`src/design/opfc_pkg.sv`:
```
// Package for the odd prime factor counter.
// Holds the sequencer state type and the fixed field widths and constants.
// No dependencies.
package opfc_pkg;

    localparam int COUNT_W = 4;
    localparam logic [COUNT_W-1:0] COUNT_MAX    = 4'd15;
    localparam logic [COUNT_W-1:0] TARGET_RESET = 4'd3;
    localparam int FIRST_DIVISOR = 3;
    localparam int DIVISOR_STEP  = 2;

    typedef enum logic [1:0] {
        ST_IDLE,
        ST_START,
        ST_WAIT,
        ST_DONE
    } opfc_state_t;

endpackage

```
`src/design/opfc_divider.sv`:
```
// Restoring radix-2 divider, one quotient bit per cycle.
// Shared unit of the odd prime factor counter; standalone, no package needed.
// Divisor must be nonzero.
module opfc_divider #(
    parameter int W = 32
) (
    input  logic         aclk,
    input  logic         aresetn,
    input  logic         start,
    input  logic [W-1:0] dividend,
    input  logic [W-1:0] divisor,
    output logic         done,
    output logic [W-1:0] quotient,
    output logic [W-1:0] remainder
);

    localparam int CW = $clog2(W + 1);

    logic [W-1:0]  quo_reg, quo_next;
    logic [W-1:0]  rem_reg, rem_next;
    logic [W-1:0]  dsr_reg, dsr_next;
    logic [CW-1:0] cnt_reg, cnt_next;
    logic          busy_reg, busy_next;
    logic          done_reg, done_next;
    logic [W:0]    shifted;
    logic [W:0]    diff;

    always_comb begin
        shifted   = {rem_reg, quo_reg[W-1]};
        diff      = shifted - {1'b0, dsr_reg};
        quo_next  = quo_reg;
        rem_next  = rem_reg;
        dsr_next  = dsr_reg;
        cnt_next  = cnt_reg;
        busy_next = busy_reg;
        done_next = 1'b0;
        if (start) begin
            quo_next  = dividend;
            rem_next  = '0;
            dsr_next  = divisor;
            cnt_next  = CW'(W);
            busy_next = 1'b1;
        end else if (busy_reg) begin
            if (!diff[W]) begin
                rem_next = diff[W-1:0];
                quo_next = {quo_reg[W-2:0], 1'b1};
            end else begin
                rem_next = shifted[W-1:0];
                quo_next = {quo_reg[W-2:0], 1'b0};
            end
            cnt_next = cnt_reg - 1'b1;
            if (cnt_reg == CW'(1)) begin
                busy_next = 1'b0;
                done_next = 1'b1;
            end
        end
    end

    always_ff @(posedge aclk) begin
        if (!aresetn) begin
            busy_reg <= 1'b0;
            done_reg <= 1'b0;
            cnt_reg  <= '0;
        end else begin
            busy_reg <= busy_next;
            done_reg <= done_next;
            cnt_reg  <= cnt_next;
        end
        quo_reg <= quo_next;
        rem_reg <= rem_next;
        dsr_reg <= dsr_next;
    end

    assign done      = done_reg;
    assign quotient  = quo_reg;
    assign remainder = rem_reg;

endmodule

```
`src/design/odd_prime_factor_counter.sv`:
```
// Odd prime factor counter: top level with the trial division sequencer.
// Depends on opfc_pkg and opfc_divider.
//
// Each item carries one unsigned VALUE_WIDTH-bit number. An even value (zero
// included) yields is_even with a count of zero and no match. An odd value is
// factored by trial division with odd divisors 3, 5, 7 and so on, through one
// shared bit-serial divider; the divisor runs up to the square root of the
// remaining value, plus one extra division each time a factor divides it.
// s_tready is high only while no item is in work; a finished result waits in
// the output register without blocking the input. target_count (reset 3) is
// written through cfg_we / cfg_wdata; the user must write it only while idle,
// as the block itself does not enforce this.
module odd_prime_factor_counter
    import opfc_pkg::*;
#(
    parameter int VALUE_WIDTH = 32
) (
    input  logic                             aclk,
    input  logic                             aresetn,
    input  logic                             cfg_we,
    input  logic [COUNT_W-1:0]               cfg_wdata,   // target_count
    input  logic                             s_tvalid,
    output logic                             s_tready,
    input  logic [((VALUE_WIDTH+7)/8)*8-1:0] s_tdata,     // [VALUE_WIDTH-1:0] value
    output logic                             m_tvalid,
    input  logic                             m_tready,
    output logic [7:0]                       m_tdata,     // [3:0] odd_factor_count
    output logic [1:0]                       m_tuser      // [0] is_even, [1] matches_target
);

    localparam int W = VALUE_WIDTH;

    opfc_state_t        state_reg, state_next;
    logic [W-1:0]       n_reg, n_next;
    logic [W-1:0]       d_reg, d_next;
    logic               fresh_reg, fresh_next;
    logic [COUNT_W-1:0] count_reg, count_next;
    logic               even_reg, even_next;
    logic [COUNT_W-1:0] target_reg;
    logic               m_valid_reg, m_valid_next;
    logic [COUNT_W-1:0] m_count_reg, m_count_next;
    logic               m_even_reg, m_even_next;
    logic               m_match_reg, m_match_next;
    logic               div_start;
    logic               div_done;
    logic [W-1:0]       div_quo;
    logic [W-1:0]       div_rem;
    logic [W-1:0]       s_value;
    logic [COUNT_W-1:0] count_inc;

    assign s_value   = s_tdata[W-1:0];
    assign count_inc = (count_reg == COUNT_MAX) ? count_reg : count_reg + 1'b1;

    opfc_divider #(.W(W)) u_div (
        .aclk      (aclk),
        .aresetn   (aresetn),
        .start     (div_start),
        .dividend  (n_reg),
        .divisor   (d_reg),
        .done      (div_done),
        .quotient  (div_quo),
        .remainder (div_rem)
    );

    always_comb begin
        state_next   = state_reg;
        n_next       = n_reg;
        d_next       = d_reg;
        fresh_next   = fresh_reg;
        count_next   = count_reg;
        even_next    = even_reg;
        m_valid_next = m_valid_reg & ~m_tready;
        m_count_next = m_count_reg;
        m_even_next  = m_even_reg;
        m_match_next = m_match_reg;
        div_start    = 1'b0;
        s_tready     = (state_reg == ST_IDLE);
        case (state_reg)
            ST_IDLE: begin
                if (s_tvalid) begin
                    n_next     = s_value;
                    d_next     = W'(FIRST_DIVISOR);
                    fresh_next = 1'b1;
                    count_next = '0;
                    even_next  = ~s_value[0];
                    state_next = s_value[0] ? ST_START : ST_DONE;
                end
            end
            ST_START: begin
                div_start  = 1'b1;
                state_next = ST_WAIT;
            end
            ST_WAIT: begin
                if (div_done) begin
                    if (fresh_reg && (d_reg > div_quo)) begin
                        if (n_reg > W'(1)) begin
                            count_next = count_inc;
                        end
                        state_next = ST_DONE;
                    end else if (div_rem == '0) begin
                        if (fresh_reg) begin
                            count_next = count_inc;
                        end
                        n_next     = div_quo;
                        fresh_next = 1'b0;
                        state_next = ST_START;
                    end else begin
                        d_next     = d_reg + W'(DIVISOR_STEP);
                        fresh_next = 1'b1;
                        state_next = ST_START;
                    end
                end
            end
            ST_DONE: begin
                if (!m_valid_reg || m_tready) begin
                    m_valid_next = 1'b1;
                    m_count_next = even_reg ? '0 : count_reg;
                    m_even_next  = even_reg;
                    m_match_next = !even_reg && (count_reg == target_reg);
                    state_next   = ST_IDLE;
                end
            end
            default: begin
                state_next = ST_IDLE;
            end
        endcase
    end

    always_ff @(posedge aclk) begin
        if (!aresetn) begin
            state_reg   <= ST_IDLE;
            m_valid_reg <= 1'b0;
            target_reg  <= TARGET_RESET;
        end else begin
            state_reg   <= state_next;
            m_valid_reg <= m_valid_next;
            if (cfg_we) begin
                target_reg <= cfg_wdata;
            end
        end
        n_reg       <= n_next;
        d_reg       <= d_next;
        fresh_reg   <= fresh_next;
        count_reg   <= count_next;
        even_reg    <= even_next;
        m_count_reg <= m_count_next;
        m_even_reg  <= m_even_next;
        m_match_reg <= m_match_next;
    end

    assign m_tvalid = m_valid_reg;
    assign m_tdata  = {{(8 - COUNT_W){1'b0}}, m_count_reg};
    assign m_tuser  = {m_match_reg, m_even_reg};

endmodule

```
`config.mk`:
```
export PLATFORM = sky130hd
export DESIGN_NAME = odd_prime_factor_counter
export DESIGN_NICKNAME = d
export VERILOG_FILES = /design/src/design/opfc_pkg.sv /design/src/design/opfc_divider.sv /design/src/design/odd_prime_factor_counter.sv
export SDC_FILE = /design/constraint.sdc
export NUM_CORES = 1
export LEC_CHECK = 0
export CAP_MARGIN = 30
export CELL_PAD_IN_SITES_DETAIL_PLACEMENT = 1
export CELL_PAD_IN_SITES_GLOBAL_PLACEMENT = 1
export CORE_MARGIN = 2
export CORE_UTILIZATION = 50
export DETAILED_ROUTE_END_ITERATION = 7
export DONT_BUFFER_PORTS = 1
export PLACE_DENSITY_LB_ADDON = 0.08
export SYNTH_ARGS = -nofsm -noshare
export SYNTH_HDL_FRONTEND = slang
export SYNTH_HIERARCHICAL = 1
export SYNTH_SLANG_ARGS = --single-unit
```
`constraint.sdc`:
```
create_clock -name aclk -period 5.1 [get_ports aclk]
set_clock_uncertainty 0.05 [all_clocks]
set_input_delay 0 -clock aclk [delete_from_list [all_inputs] [get_ports aclk]]
set_output_delay 0 -clock aclk [all_outputs]
set_load 0.01 [all_outputs]
```
==> Word level (Yosys, flattened, before mapping) <==
Cells that the tools add are included.
{ "word_totals": {"register_bits": 187, "wordCells": 104, "output_inout_bits": 12, "input_bits": 41} }
{ "op_classes": {"n_mux": 42, "n_lt_le_gt_ge": 2, "eq_ne": 15, "n_bitwise": 5, "n_reduce_logical": 18, "add_sub_neg": 4} }
{ "op_table": {"columns": ["op", "count"], "rows": [
  ["$mux W32", 11],
  ["$pmux W32 S2", 2],
  ["$sub A33 B32 Y33", 1],
  ["$add A32 B2 Y32 const B", 1],
  ["$gt A32 B1 Y1 const B", 1],
  ["$gt A32 B32 Y1", 1],
  ["$logic_not A32 Y1", 1],
  ["$mux W4", 7],
  ["$mux W1", 12],
  ["$mux W6", 2],
  ["$mux W2", 5],
  ["$ne A2 B2 Y1 const B", 5],
  ["$reduce_and A5 Y1", 2],
  ["$ne A3 B3 Y1 const B", 3],
  ["$pmux W2 S4", 1],
  ["$pmux W4 S2", 1],
  ["$eq A6 B1 Y1 const B", 1],
  ["$reduce_and A6 Y1", 1],
  ["$sub A6 B1 Y6 const B", 1],
  ["$add A4 B1 Y4 const B", 1],
  ["$eq A2 B2 Y1 const B", 2],
  ["$eq A4 B4 Y1", 1],
  ["$eq A4 B4 Y1 const B", 1],
  ["$not A1 Y1", 4],
  ["14 further kinds", 18]
]} }

==> Depth between registers and ports, before layout <==
{ "depth": {"depth_word": 7, "ltp_mapped": 13, "ltp_nobuf": 12} }

==> Cells and area by module <==
Netlist, hierarchy kept.
{ "by_module_without_submodules": {"columns": ["mod", "cells_each", "instances", "area_per_inst_um2", "seq_area_each_um2"], "rows": [
  ["opfc_divider", 540, 1, 5788.1, 2722.6],
  ["odd_prime_factor_counter", 477, 1, 4743.3, 2392.3]
]} }

==> Least setup slack after synthesis <==
Ideal clock, no wire load.
{ "synth_timing": {"kind": "register to register", "startpoint": "register d_reg[30]", "endpoint": "register n_reg[0], enable pin", "n_path_buf": 0, "setup_ns": 0.432, "slack_ns": 1.029, "path_stages_with_launch": 8, "required_ns": 4.618, "arrival_ns": 3.589, "period_less_slack_ns": 4.071, "cell_sequence": "edfxtp_1 ha_1 nand4_2 or4_1 o31ai_1 a21oi_1 a41o_1 a21oi_1"} }
{ "synth_between": {"elab_chain_cells": 4} }
{ "synth_lines": {"columns": ["element", "line_no", "text"], "rows": [
  ["start: declaration", "odd_prime_factor_counter.sv:35", "logic [W-1:0] d_reg, d_next;"],
  ["start signal: assignment", "odd_prime_factor_counter.sv:142", "d_reg <= d_next;"],
  ["$gt A32 B32 Y1", "odd_prime_factor_counter.sv:95", "if (fresh_reg && (d_reg > div_quo)) begin"],
  ["$logic_and A1 B1 Y1", "odd_prime_factor_counter.sv:95", null],
  ["$ne A2 B2 Y1 (no line)", null, null],
  ["$reduce_and A5 Y1 (no line)", null, null],
  ["end signal: assignment", "odd_prime_factor_counter.sv:141", "n_reg <= n_next;"],
  ["end: declaration", "odd_prime_factor_counter.sv:34", "logic [W-1:0] n_reg, n_next;"]
]} }
No other way between the ends.
A chain may end at the register's enable or synchronous reset.

==> Worst setup path after layout <==
{ "layout_timing": {"startpoint": "register u_div.quo_reg[31], in the netlist u_div/quotient[31]", "endpoint": "register u_div.rem_reg[9], in the netlist u_div/remainder[9]"} }
{ "layout_between": {"elab_chain_cells": 2} }
{ "layout_lines": {"columns": ["element", "line_no", "text"], "rows": [
  ["start: declaration", "opfc_divider.sv:19", "logic [W-1:0] quo_reg, quo_next;"],
  ["start signal: assignment", "opfc_divider.sv:69", "quo_reg <= quo_next;"],
  ["$sub A33 B32 Y33", "opfc_divider.sv:30", "diff = shifted - {1'b0, dsr_reg};"],
  ["$mux W32", "opfc_divider.sv:44", "if (!diff[W]) begin"],
  ["end signal: assignment", "opfc_divider.sv:70", "rem_reg <= rem_next;"],
  ["end: declaration", "opfc_divider.sv:20", "logic [W-1:0] rem_reg, rem_next;"]
]} }
No other way between the ends.

==> run metrics <==
CTS Buffer Depth=2; average cell area after synthesis=around 10 um2; number of port buffers=0; initial drt markers=between 400 and 500; WHS Endpoint=target_reg[1]; DR pass1 iterations=4; #FFs+latches synth=roughly 190; dpl ws=~1.1 ns; Comb pwr share=about a third; final hold vios=0; H-tree depth=4; Post-Route WL=approximately 27000 um; final worst path period share=around four fifths; Core Footprint=20800 um2; RSZ-0062 raised after global routing=false; number of flops mapped to enable cells by yosys=between 100 and 150; MaxCap Viol Count=0; DP Area=about 11000 um2; min-delay src=cfg_we; max-slew violation count=0; Commonest cells post-synth=edfxtp_1, nand2_1, nor2_1; Slew @ Worst Pin=0.829 ns; Finished Cell Area=roughly 12000 um2; Post-Syn Instances=1017; Max Freq=roughly 250 MHz; Hold WC Path Type=in -> reg; initial antenna violation count=0; routed length per instance=around 20 um; Antenna diodes=0; Clk pwr share=25.8%; CTS Buf Count=17; CP Capture Type=flop; count leader, synth=edfxtp_1; Reg2Reg Depth=13; Via density=5.77; global route overflow=0; Synth area leaders=edfxtp_1, dfxtp_1, ha_1, mux2_2, nand2_1; Critical Path AT=between 4 and 5 ns; Vias=about 7700; worst-path fanout max=19; r2r setup slk=1.06 ns; Leak Pwr=about 4.6 nW; Starting Density=50.6%; Die Span X=between 100 and 150 um; Layout area overhead=12.3%; Setup CP Type=reg -> reg; share of the synthesized area in the top cell type=about two fifths; vias in the first global route=about 8000; ys flop type=edfxtp_1; final setup fails=0; clk slew on worst S/H paths=about 0.090 ns; Die Height=~150 um; CTS root buf=clkbuf_16; FF-to-FF End=u_div/remainder[9]; TritonCTS clock tree=done; Slew headroom=43.3%; Hold WS=approximately 0.2 ns; fraction of layout cells with a size suffix above 1=8.29%; sequential share of power=around 42%; die area=22200 um2; fin worst setup slack=about 1.1 ns; final core occ=between 50 and 60%; worst path required time=5.35 ns; first-pass GRT wire length=~43000 um; power per cell area=438 nW/um2; Internal Pwr Total=about 0.0033 W; clock latency on the worst-skew pair=0.46 ns; Critical Path Start Type=flop; Mapped Area=approximately 11000 um2; Total Nets Final=1158; outcome=completed; Final Critical Period=between 4 and 5 ns; async set-reset flop share out of synthesis=0%; IO Pins=53; Synth area leader=edfxtp_1; largest net degree at the start of global routing=61; RD Place Congestion=0.827; sequential area share after synthesis=between 40% and 50%; setup TNS=0 ns; switching share of power=a little over a third; net load switching power=between 0.0015 and 0.002 W; Yosys cell types=64; synth warn=6; worst reg2reg startpoint=u_div/quotient[31]; HPWL Detailed=18700 um; row count=53; clk sinks=about 190; Antenna Nets Post-Route=0; drc violations=0; gr usage total=25.1%; Max VDD drop=~0.23 mV; worst hold path cell count=3
## worst max-delay path, stage by stage (launching register included)
cell       delay, ns
edfxtp_1        0.36
inv_1           0.07
ha_1            0.22
fa_1            0.40
and2b_1         0.26
o2111ai_2       0.17
a2111oi_4       0.44
nor3_4          0.12
o41ai_4         0.44
o41ai_2         0.15
nor2_4          0.41
buf_4           0.41
mux2i_1         0.27
a211oi_1        0.10
## cells by family (layout without fill, tap and decap cells)
logic type      count (synthesis)  after routing  synth area share, %
simple gates                  298            298                 13.5
buf+inv                       123            165                 4.78
xor+xnor                       66             66                 5.49
fa+ha+maj                      68             68                 8.15
compound gates                211            211                 13.1
flops                         186            186                 48.6
mux                            63             63                 6.36
other cells                     2              5               0.0713
## worst max-delay path by stage
stage                             startpoint                 end  slack, ns  depth (start not counted)
after floorplan                    d_reg[30]            n_reg[0]       1.03                          7
after global placement    u_div/quotient[31]  u_div/remainder[6]       1.25                         13
after detailed placement  u_div/quotient[31]  u_div/remainder[9]       1.14                         13
after CTS                 u_div/quotient[31]  u_div/remainder[9]       1.08                         13
after global routing      u_div/quotient[31]  u_div/remainder[9]       0.87                         13
final                     u_div/quotient[31]  u_div/remainder[9]       1.06                         13
## routing by layer
metal | vias to the layer above | global-route usage (%) | wire, um
met2 | 124 | 41.8 | 13100
li1 | 3743 | - | -
met5 | - | 0 | 0
met4 | 0 | 8.10 | 433
met1 | 3814 | 33.8 | 12600
met3 | 29 | 3.64 | 619
## cell type report
type / instances / area, um2
Clock inverter: 13 / 151
Sequential cell: 186 / 5110
Clock buffer: 19 / 443
Inverter: 81 / 304
Multi-Input combinational cell: 711 / 4950
Tap cell: 275 / 344
Fill cell: 2250 / 8990
Timing Repair Buffer: 52 / 519
## power by group through the flow
| stage | combinational (W) | sequential [W] | clock, W |
|---|---|---|---|
| CTS | 0.00164 | 0.00220 | 0.00137 |
| detailed placement | 0.00159 | 0.00223 | 0 |
| floorplan | 0.00125 | 0.00212 | 0 |
| global placement | 0.00153 | 0.00222 | 0 |
| global route | 0.00184 | 0.00223 | 0.00142 |
| finish | 0.00165 | 0.00220 | 0.00134 |
## repair_timing
action	in CTS	in global routing
hold buffers	42	0
resized for setup	0	0
setup buffers	0	0
hold endpoints to repair	48	0
## stage by stage
stage	total power, W	cells
detailed placement	0.00383	1263
global placement	0.00375	1261
CTS	0.00521	1337
finish	0.00519	1337
global route	0.00550	1337
floorplan	0.00336	1020
## cells in the final DEF (no fill, tap or decap), types with 32 or more instances in the layout
| master | synthesis | layout |
|---|---|---|
| a21oi_1 | 51 | 50 |
| dfxtp_1 | 47 | 47 |
| dlygate4sd3_1 | 0 | 42 |
| edfxtp_1 | 139 | 139 |
| ha_1 | 67 | 67 |
| inv_1 | 81 | 81 |
| mux2i_1 | 32 | 32 |
| nand2_1 | 92 | 92 |
| nor2_1 | 82 | 82 |
| o21ai_0 | 53 | 53 |
| xnor2_1 | 36 | 36 |
Power figures use the tool's default switching activity.
